[src/rtl/core/nfsa_pkg.sv]
// shared constants and controller/datapath interface types for the slot allocator
`default_nettype none

package nfsa_pkg;

	localparam int unsigned SLOTS_DEF = 1024;
	localparam int unsigned CNT_W = 11;
	localparam int unsigned IDX_W = 10;
	localparam int unsigned ST_W = 2;
	localparam int unsigned WORD_BITS = 64;
	localparam int unsigned WORD_LSB = 6;

	localparam logic [CNT_W-1:0] SLOT_COUNT_RST = 11'd1024;

	localparam logic CMD_ALLOC = 1'b0;

	localparam logic [ST_W-1:0] ST_GRANTED = 2'd0;
	localparam logic [ST_W-1:0] ST_BUSY = 2'd1;
	localparam logic [ST_W-1:0] ST_RELEASED = 2'd2;
	localparam logic [ST_W-1:0] ST_REJECTED = 2'd3;

	typedef struct packed {
		logic load;
		logic init;
		logic scan;
		logic rel_rd;
		logic rel_wr;
		logic pend_load;
		logic [ST_W-1:0] pend_status;
		logic out_load;
	} dp_cmd_t;

	typedef struct packed {
		logic is_release;
		logic n_zero;
		logic in_range;
		logic hit;
		logic miss;
		logic out_free;
	} dp_sts_t;

endpackage

`default_nettype wire

[src/rtl/core/nfsa_ctrl.sv]
// controller state machine sequencing allocate and release requests
`default_nettype none

module nfsa_ctrl (
	input  wire logic clk,
	input  wire logic arst_n,
	input  wire logic in_valid,
	output logic in_ready,
	input  nfsa_pkg::dp_sts_t sts,
	output nfsa_pkg::dp_cmd_t cmd
);
	import nfsa_pkg::*;

	typedef enum logic [2:0] {
		S_IDLE,
		S_CHECK,
		S_SCAN,
		S_REL_WR,
		S_RESULT
	} state_t;

	state_t state_q;
	state_t state_nxt;

	always_comb begin
		cmd = '0;
		in_ready = 1'b0;
		state_nxt = state_q;
		unique case (state_q)
			S_IDLE: begin
				in_ready = 1'b1;
				cmd.load = in_valid;
				if (in_valid) begin
					state_nxt = S_CHECK;
				end
			end
			S_CHECK: begin
				if (sts.is_release) begin
					if (sts.in_range) begin
						cmd.rel_rd = 1'b1;
						state_nxt = S_REL_WR;
					end else begin
						cmd.pend_load = 1'b1;
						cmd.pend_status = ST_REJECTED;
						state_nxt = S_RESULT;
					end
				end else if (sts.n_zero) begin
					cmd.pend_load = 1'b1;
					cmd.pend_status = ST_BUSY;
					state_nxt = S_RESULT;
				end else begin
					cmd.init = 1'b1;
					state_nxt = S_SCAN;
				end
			end
			S_SCAN: begin
				cmd.scan = 1'b1;
				if (sts.hit) begin
					cmd.pend_load = 1'b1;
					cmd.pend_status = ST_GRANTED;
					state_nxt = S_RESULT;
				end else if (sts.miss) begin
					cmd.pend_load = 1'b1;
					cmd.pend_status = ST_BUSY;
					state_nxt = S_RESULT;
				end
			end
			S_REL_WR: begin
				cmd.rel_wr = 1'b1;
				cmd.pend_load = 1'b1;
				cmd.pend_status = ST_RELEASED;
				state_nxt = S_RESULT;
			end
			S_RESULT: begin
				if (sts.out_free) begin
					cmd.out_load = 1'b1;
					state_nxt = S_IDLE;
				end
			end
			default: begin
				state_nxt = S_IDLE;
			end
		endcase
	end

	always_ff @(posedge clk or negedge arst_n) begin
		if (!arst_n) begin
			state_q <= S_IDLE;
		end else begin
			state_q <= state_nxt;
		end
	end

endmodule

`default_nettype wire

[src/rtl/core/nfsa_dpath.sv]
// datapath: in-use map memory, word scan, search pointer and result registers
`default_nettype none

module nfsa_dpath #(
	parameter int unsigned SLOTS = nfsa_pkg::SLOTS_DEF
) (
	input  wire logic clk,
	input  wire logic arst_n,
	input  wire logic cfg_we,
	input  wire logic [nfsa_pkg::CNT_W-1:0] cfg_wdata,
	input  wire logic command,
	input  wire logic [nfsa_pkg::IDX_W-1:0] slot_index,
	input  nfsa_pkg::dp_cmd_t cmd,
	output nfsa_pkg::dp_sts_t sts,
	input  wire logic out_ready,
	output logic out_valid,
	output logic [nfsa_pkg::ST_W-1:0] status,
	output logic [nfsa_pkg::IDX_W-1:0] granted_index
);
	import nfsa_pkg::*;

	localparam int unsigned WB = WORD_BITS;
	localparam int unsigned BW = WORD_LSB;
	localparam int unsigned ROWS = (SLOTS + WB - 1) / WB;
	localparam int unsigned RW = (ROWS > 1) ? $clog2(ROWS) : 1;
	localparam int unsigned PW = RW + BW;
	localparam int unsigned NW = $clog2(SLOTS + 1);
	localparam int unsigned LW0 = (NW > PW) ? NW : PW;
	localparam int unsigned LW1 = (LW0 > IDX_W) ? LW0 : IDX_W;
	localparam int unsigned LW = (LW1 > CNT_W) ? LW1 : CNT_W;

	logic [CNT_W-1:0] slot_count_q;
	logic cmd_q;
	logic [IDX_W-1:0] idx_q;
	logic [PW-1:0] ss_q;
	logic [RW-1:0] wi_q;
	logic [RW-1:0] startw_q;
	logic [RW-1:0] lastw_q;
	logic [BW-1:0] startb_q;
	logic [BW-1:0] lastb_q;
	logic wrap_i_q;
	logic idone_q;
	logic v_s1;
	logic [RW-1:0] w_s1;
	logic wrap_s1;
	logic last_s1;
	logic [WB-1:0] rd_s1;
	logic rv_s1;
	logic [WB-1:0] mem [ROWS];
	logic [ROWS-1:0] rv_q;
	logic [ST_W-1:0] pend_status_q;
	logic [IDX_W-1:0] pend_idx_q;
	logic out_valid_q;
	logic [ST_W-1:0] status_q;
	logic [IDX_W-1:0] granted_q;

	logic [NW-1:0] n;
	logic [PW-1:0] start_eff;
	logic [LW-1:0] nm1;
	logic [PW-1:0] idx_pos;
	logic [RW-1:0] nxt_w;
	logic issue;
	logic ren;
	logic [RW-1:0] raddr;
	logic [WB-1:0] word;
	logic [WB-1:0] allow;
	logic [WB-1:0] free;
	logic [BW-1:0] fb;
	logic found;
	logic hit;
	logic [PW-1:0] hit_pos;
	logic [LW-1:0] pinc;
	logic wen;
	logic [RW-1:0] waddr;
	logic [WB-1:0] wdata;

	// effective slot count, capped at the built capacity
	always_comb begin
		if (LW'(slot_count_q) > LW'(SLOTS)) begin
			n = NW'(SLOTS);
		end else begin
			n = NW'(slot_count_q);
		end
	end

	assign start_eff = (LW'(ss_q) < LW'(n)) ? ss_q : '0;
	assign nm1 = LW'(n) - LW'(1);
	assign idx_pos = PW'(idx_q);
	assign nxt_w = (wi_q == lastw_q) ? '0 : wi_q + RW'(1);
	assign issue = cmd.scan & ~idone_q;
	assign ren = issue | cmd.rel_rd;
	assign raddr = cmd.rel_rd ? idx_pos[PW-1:BW] : wi_q;

	// map word as read, rows never written read as all free
	assign word = rv_s1 ? rd_s1 : '0;

	always_comb begin
		for (int b = 0; b < WB; b++) begin
			allow[b] = ((w_s1 != lastw_q) || (BW'(b) <= lastb_q))
				&& ((w_s1 != startw_q)
				|| (wrap_s1 ? (BW'(b) < startb_q) : (BW'(b) >= startb_q)));
		end
	end

	assign free = ~word & allow;
	assign found = |free;

	always_comb begin
		fb = '0;
		for (int b = WB - 1; b >= 0; b--) begin
			if (free[b]) begin
				fb = BW'(b);
			end
		end
	end

	assign hit = cmd.scan & v_s1 & found;
	assign hit_pos = {w_s1, fb};
	assign pinc = LW'(hit_pos) + LW'(1);

	assign wen = hit | cmd.rel_wr;
	assign waddr = cmd.rel_wr ? idx_pos[PW-1:BW] : w_s1;
	assign wdata = cmd.rel_wr ? (word & ~(WB'(1) << idx_pos[BW-1:0]))
		: (word | (WB'(1) << fb));

	assign sts.is_release = (cmd_q != CMD_ALLOC);
	assign sts.n_zero = (n == '0);
	assign sts.in_range = (LW'(idx_q) < LW'(n));
	assign sts.hit = hit;
	assign sts.miss = cmd.scan & v_s1 & last_s1 & ~found;
	assign sts.out_free = ~out_valid_q | out_ready;

	always_ff @(posedge clk or negedge arst_n) begin
		if (!arst_n) begin
			slot_count_q <= SLOT_COUNT_RST;
			ss_q <= '0;
			rv_q <= '0;
			rv_s1 <= 1'b0;
			v_s1 <= 1'b0;
			wrap_i_q <= 1'b0;
			idone_q <= 1'b0;
			out_valid_q <= 1'b0;
		end else begin
			if (cfg_we) begin
				slot_count_q <= cfg_wdata;
			end
			if (hit) begin
				ss_q <= (pinc >= LW'(n)) ? '0 : PW'(pinc);
			end
			if (wen) begin
				rv_q[waddr] <= 1'b1;
			end
			if (ren) begin
				rv_s1 <= rv_q[raddr];
			end
			v_s1 <= issue;
			if (cmd.init) begin
				wrap_i_q <= 1'b0;
				idone_q <= 1'b0;
			end else if (issue) begin
				if (nxt_w == startw_q) begin
					wrap_i_q <= 1'b1;
				end
				if (wrap_i_q && (wi_q == startw_q)) begin
					idone_q <= 1'b1;
				end
			end
			if (cmd.out_load) begin
				out_valid_q <= 1'b1;
			end else if (out_ready) begin
				out_valid_q <= 1'b0;
			end
		end
	end

	always_ff @(posedge clk) begin
		if (cmd.load) begin
			cmd_q <= command;
			idx_q <= slot_index;
		end
		if (cmd.init) begin
			wi_q <= start_eff[PW-1:BW];
			startw_q <= start_eff[PW-1:BW];
			startb_q <= start_eff[BW-1:0];
			lastw_q <= nm1[PW-1:BW];
			lastb_q <= nm1[BW-1:0];
		end else if (issue) begin
			wi_q <= nxt_w;
		end
		w_s1 <= wi_q;
		wrap_s1 <= wrap_i_q;
		last_s1 <= wrap_i_q && (wi_q == startw_q);
		if (cmd.pend_load) begin
			pend_status_q <= cmd.pend_status;
			pend_idx_q <= (cmd.pend_status == ST_GRANTED) ? IDX_W'(hit_pos) : '0;
		end
		if (cmd.out_load) begin
			status_q <= pend_status_q;
			granted_q <= pend_idx_q;
		end
	end

	// map memory, one word write and one registered word read per cycle
	always_ff @(posedge clk) begin
		if (wen) begin
			mem[waddr] <= wdata;
		end
		if (ren) begin
			rd_s1 <= mem[raddr];
		end
	end

	assign out_valid = out_valid_q;
	assign status = status_q;
	assign granted_index = granted_q;

endmodule

`default_nettype wire

[src/rtl/core/next_fit_slot_allocator_unit.sv]
// Next-fit slot allocator: one request at a time, one result per request. The
// in-use map is held as 64-bit words in a memory with one valid flip-flop per
// word, so reset frees every slot at once with no clearing pass. An allocate
// scans the map one word per cycle from the search pointer, wrapping at the
// configured slot count, and reads the start word a second time for the slots
// below the pointer. A release reads the map word of its slot and writes it
// back with the slot cleared; a rejected release or an allocate with a zero
// slot count goes straight to the result. The block returns to idle once the
// result is loaded, and only then takes the next request. The next request is
// taken while a finished result waits at the output register. Write
// slot_count only while no request is in flight.
`default_nettype none

module next_fit_slot_allocator_unit #(
	parameter int unsigned SLOTS = nfsa_pkg::SLOTS_DEF
) (
	input  wire logic clk,
	input  wire logic arst_n,
	input  wire logic cfg_we,
	input  wire logic [nfsa_pkg::CNT_W-1:0] cfg_wdata,
	input  wire logic in_valid,
	output logic in_ready,
	input  wire logic command,
	input  wire logic [nfsa_pkg::IDX_W-1:0] slot_index,
	output logic out_valid,
	input  wire logic out_ready,
	output logic [nfsa_pkg::ST_W-1:0] status,
	output logic [nfsa_pkg::IDX_W-1:0] granted_index
);
	import nfsa_pkg::*;

	dp_cmd_t cmd;
	dp_sts_t sts;

	nfsa_ctrl u_ctrl (
		.clk(clk),
		.arst_n(arst_n),
		.in_valid(in_valid),
		.in_ready(in_ready),
		.sts(sts),
		.cmd(cmd)
	);

	nfsa_dpath #(
		.SLOTS(SLOTS)
	) u_dpath (
		.clk(clk),
		.arst_n(arst_n),
		.cfg_we(cfg_we),
		.cfg_wdata(cfg_wdata),
		.command(command),
		.slot_index(slot_index),
		.cmd(cmd),
		.sts(sts),
		.out_ready(out_ready),
		.out_valid(out_valid),
		.status(status),
		.granted_index(granted_index)
	);

endmodule

`default_nettype wire

[config.mk]
export PLATFORM = sky130hd
export DESIGN_NAME = next_fit_slot_allocator_unit
export DESIGN_NICKNAME = d
export VERILOG_FILES = /design/src/rtl/core/nfsa_pkg.sv /design/src/rtl/core/nfsa_ctrl.sv /design/src/rtl/core/nfsa_dpath.sv /design/src/rtl/core/next_fit_slot_allocator_unit.sv
export SDC_FILE = /design/constraint.sdc
export NUM_CORES = 2
export LEC_CHECK = 0
export BUFFER_PORTS_ARGS = -buffer_cell sky130_fd_sc_hd__buf_4
export CAP_MARGIN = 20
export CORE_MARGIN = 2
export CORE_UTILIZATION = 45
export DETAILED_ROUTE_END_ITERATION = 6
export HOLD_SLACK_MARGIN = 0.03
export PLACE_DENSITY = 0.66
export SLEW_MARGIN = 40
export SYNTH_ARGS = -nofsm -noshare
export SYNTH_HDL_FRONTEND = slang
export SYNTH_SLANG_ARGS = --single-unit
[constraint.sdc]
create_clock -name clk -period 9.05 [get_ports clk]
set_clock_uncertainty 0.2 [all_clocks]
set_input_delay 2.2625 -clock clk [delete_from_list [all_inputs] [get_ports clk]]
set_output_delay 2.2625 -clock clk [all_outputs]
set_load 0.02 [all_outputs]
==> impl_results.md <==
* Outcome: finished clean
* CP max-delay cell: or4_1
* Register area share after synthesis at 68.0%
* Setup TNS Final at 0 ps
* Synthesized area at around 0.053 sq mm
* Wirelength, routed at roughly 170 mm
* CTS Buf Count at 120
* Min-delay worst type: register to register
* Post-layout min period at 7370 ps
* Max cap viols at 0
* Total number of vias at between 30000 and 40000
* Via/cell ratio at between 6 and 7
* Vias in the first global route at between 30000 and 40000
* Startpoint types: register
* # clock sinks at ~1200
* Die Y at 346 um
* Most common cell after layout, fill and taps aside: edfxtp_1
* Clock-pin slew on the worst setup and hold paths at ~60 ps
* Worst path max stage delay at between 800 and 900 ps
* Final setup violation count at 0
* Row cnt at roughly 130
* Routability cong. at ~1.0
* Post-synth EDFFs at between 1000 and 1500
* Hpwl dp at ~100 mm
* Initial DRC Count at ~4900
* CP required at between 9000 and 10000 ps
* Share of cells above drive strength 1 at 10.8%
* Starting Density at a little under half
* Hold Buf Count CTS at 0
* Yosys reg bits at 1198
* Crit path capture type: register
* Slew headroom at approximately 40%
* Wire length per cell at around 28 um
* Top cells by area, synth: edfxtp_1 66%, nand2_1 7.0%, nand3_1 2.9%, a32oi_1 2.4%, dfrtp_1 2.1%
* H-tree depth at 3
* Post-cts sizing count at 0
* Nets at ~4300
* Post-route ant nets at 0
* Clk Latency, worst-skew pair at between 700 and 800 ps
* Port bufs at 40
* Max Slew Vio Count at 0
* Post-synthesis cell type with the largest combined area: edfxtp_1
* DRC at 0
* Power Dens Cells at roughly 340 mW/mm^2
* Full die area at about 0.12 sq mm
* GRT Total Usage at between 20% and 30%
* Primary FF master, synth: edfxtp_1
* Final hold slack at ~220 ps
* Highest clock rate at around 140 MHz
* VDD IR max at 0.221 mV
* Commonest non-fill, non-tap cells in the layout: 1147 x edfxtp_1, 984 x nand2_1, 305 x nand3_1
* Critical Path AT at ~7700 ps
* Syn avg cell area at 12.3 sq um
* Yosys warning count at 0
* Io pins at 41
* Max FO, Critical Path at 16
* Global-route wire length before repair at approximately 240 mm
* Core Box Area at 0.116 sq mm
* Synth-to-Final Area Change at 12.6%
* Final Hold Fails at 0
* Largest net degree at the start of global routing at ~150
* Worst-Margin Slew at around 920 ps
* Share of Yosys cell area claimed by the top area cell type at around 66%
* Synthesized Nets at approximately 4300
* GRT Residual Overflow at 0
* Initial antenna violation count at 2
* First drt pass iteration count at 6
* Root buf cell: clkbuf_16
* Crit path cell chain: xor2_1 > or4_1 > o221ai_1 > or3b_2 > o2111ai_1 > a21oi_1 > o21a_1 > a211oi_1 > nor2_1 > o21ai_0 > inv_1 > ha_1 > ha_1 > ha_1 > nor2b_1 > o21ai_0 > a21oi_1 > o211ai_1 > a21oi_1 > nor4bb_2 > buf_4 > and4_1 > and3_1 > or3_1
* Final period util at 81.4%
* Die X at roughly 350 um
* CTS tree: built
* Post-CTS Setup Repair Bufs at 0
* Leakage power at between 0.02 and 0.025 uW
* Clock Tree Buf Depth at 3
* RSZ-0062 raised after global routing: no
* Asr flop ratio synth at approximately 3.8%
* Synth unique cells at 93
* Mapped Cells at 4284
* Critical path class: register to register
## worst max-delay path, delay by kind of cell (launching register included)
kind | cells | cell delay (ps)
AOI/OAI and AO/OA | 10 | 2660
xor gates and xnor gates | 1 | 240
and+or+nand+nor | 8 | 2350
DFF | 1 | 480
adders and majority gates | 3 | 930
buffers and inverters | 2 | 380
## sequential cells by signal, indices dropped and copies added, names as in the netlist, 10 cells and up
signal and cells:
u_dpath.slot_count_q 11, u_dpath.rv_q 16, u_dpath.mem 1024, u_dpath.granted_index 10
u_dpath.rd_s1 64, u_dpath.idx_pos 10, u_dpath.pend_idx_q 10, u_dpath.ss_q 10
## cells in the mapped netlist, drive strengths merged, types with 25 or more instances
cell / instances
o21a: 28
or3: 25
nor2: 95
o21ai: 128
or2: 36
dfrtp: 44
inv: 27
nand2: 987
and3: 153
and2: 33
a31oi: 142
clkbuf: 197
o22ai: 27
xnor2: 37
nand3: 307
edfxtp: 1147
ha: 37
a211oi: 134
nor3: 35
buf: 113
o211ai: 40
a32oi: 141
a21oi: 71
## final timing paths
kind / start / to / slack, ps / depth (start not counted)
setup / recovery: u_dpath.startw_q[1] / u_dpath.ss_q[7] / 1680 / 24
hold / removal: u_dpath.pend_idx_q[8] / u_dpath.granted_index[8] / 220 / 0
setup reg to reg: u_dpath.startw_q[1] / u_dpath.ss_q[7] / 1680 / 24
hold reg to reg: u_dpath.pend_idx_q[8] / u_dpath.granted_index[8] / 220 / 0
max in group asynchronous: arst_n / u_dpath.rv_s1 / 6830 / 1
min in group asynchronous: arst_n / u_dpath.slot_count_q[6] / 1340 / 1
## power by group
part | total [uW] | switching [uW] | internal [uW]
registers | 7730 | 472 | 7260
logic | 7370 | 5260 | 2120
clock network | 4840 | 2130 | 2710
## kinds of logic after synthesis
| family | synth area share (%) |
|---|---|
| XOR/XNOR | 0.917 |
| AO/OA/AOI/OAI | 11.8 |
| buffers and inverters | 2.63 |
| AND/OR/NAND/NOR | 15.5 |
| multiplexers | 0.374 |
| flip-flops | 68.0 |
| adder cells (fa/ha/maj) | 0.882 |
## final cells by class
cell class | count | area (sq um)
clock buffers | 157 | 3220
repair buffers | 183 | 1770
flip-flops and latches | 1198 | 35700
multi-input cells | 2749 | 15800
diodes | 3 | 7.51
fillers | 9741 | 56800
well taps | 1524 | 1910
inverters | 27 | 103
clock inverters | 70 | 616
## routing by layer
| metal | part of all wire [%] | GRT usage [%] |
|---|---|---|
| met1 | 41 | 38.0 |
| met4 | 3.4 | 9.83 |
| met3 | 8.8 | 4.38 |
| met2 | 47 | 43.6 |
| met5 | 0 | 0 |
## per-stage QoR
step / instance area, sq um / setup slack [ps] / std cells / total power [uW] / util (%)
floorplan: 52500 / 2810 / 4284 / 12200 / -
global placement: 54800 / 1960 / 5667 / 14900 / 47.3
detailed placement: 55200 / 1840 / 5679 / 15100 / 47.7
CTS: 59100 / 1780 / 5906 / 19900 / 51.0
global route: 59100 / 1340 / 5908 / 20800 / 51.0
finish: 59100 / 1680 / 5911 / 19900 / 51.0
Power figures use the tool's default switching activity.
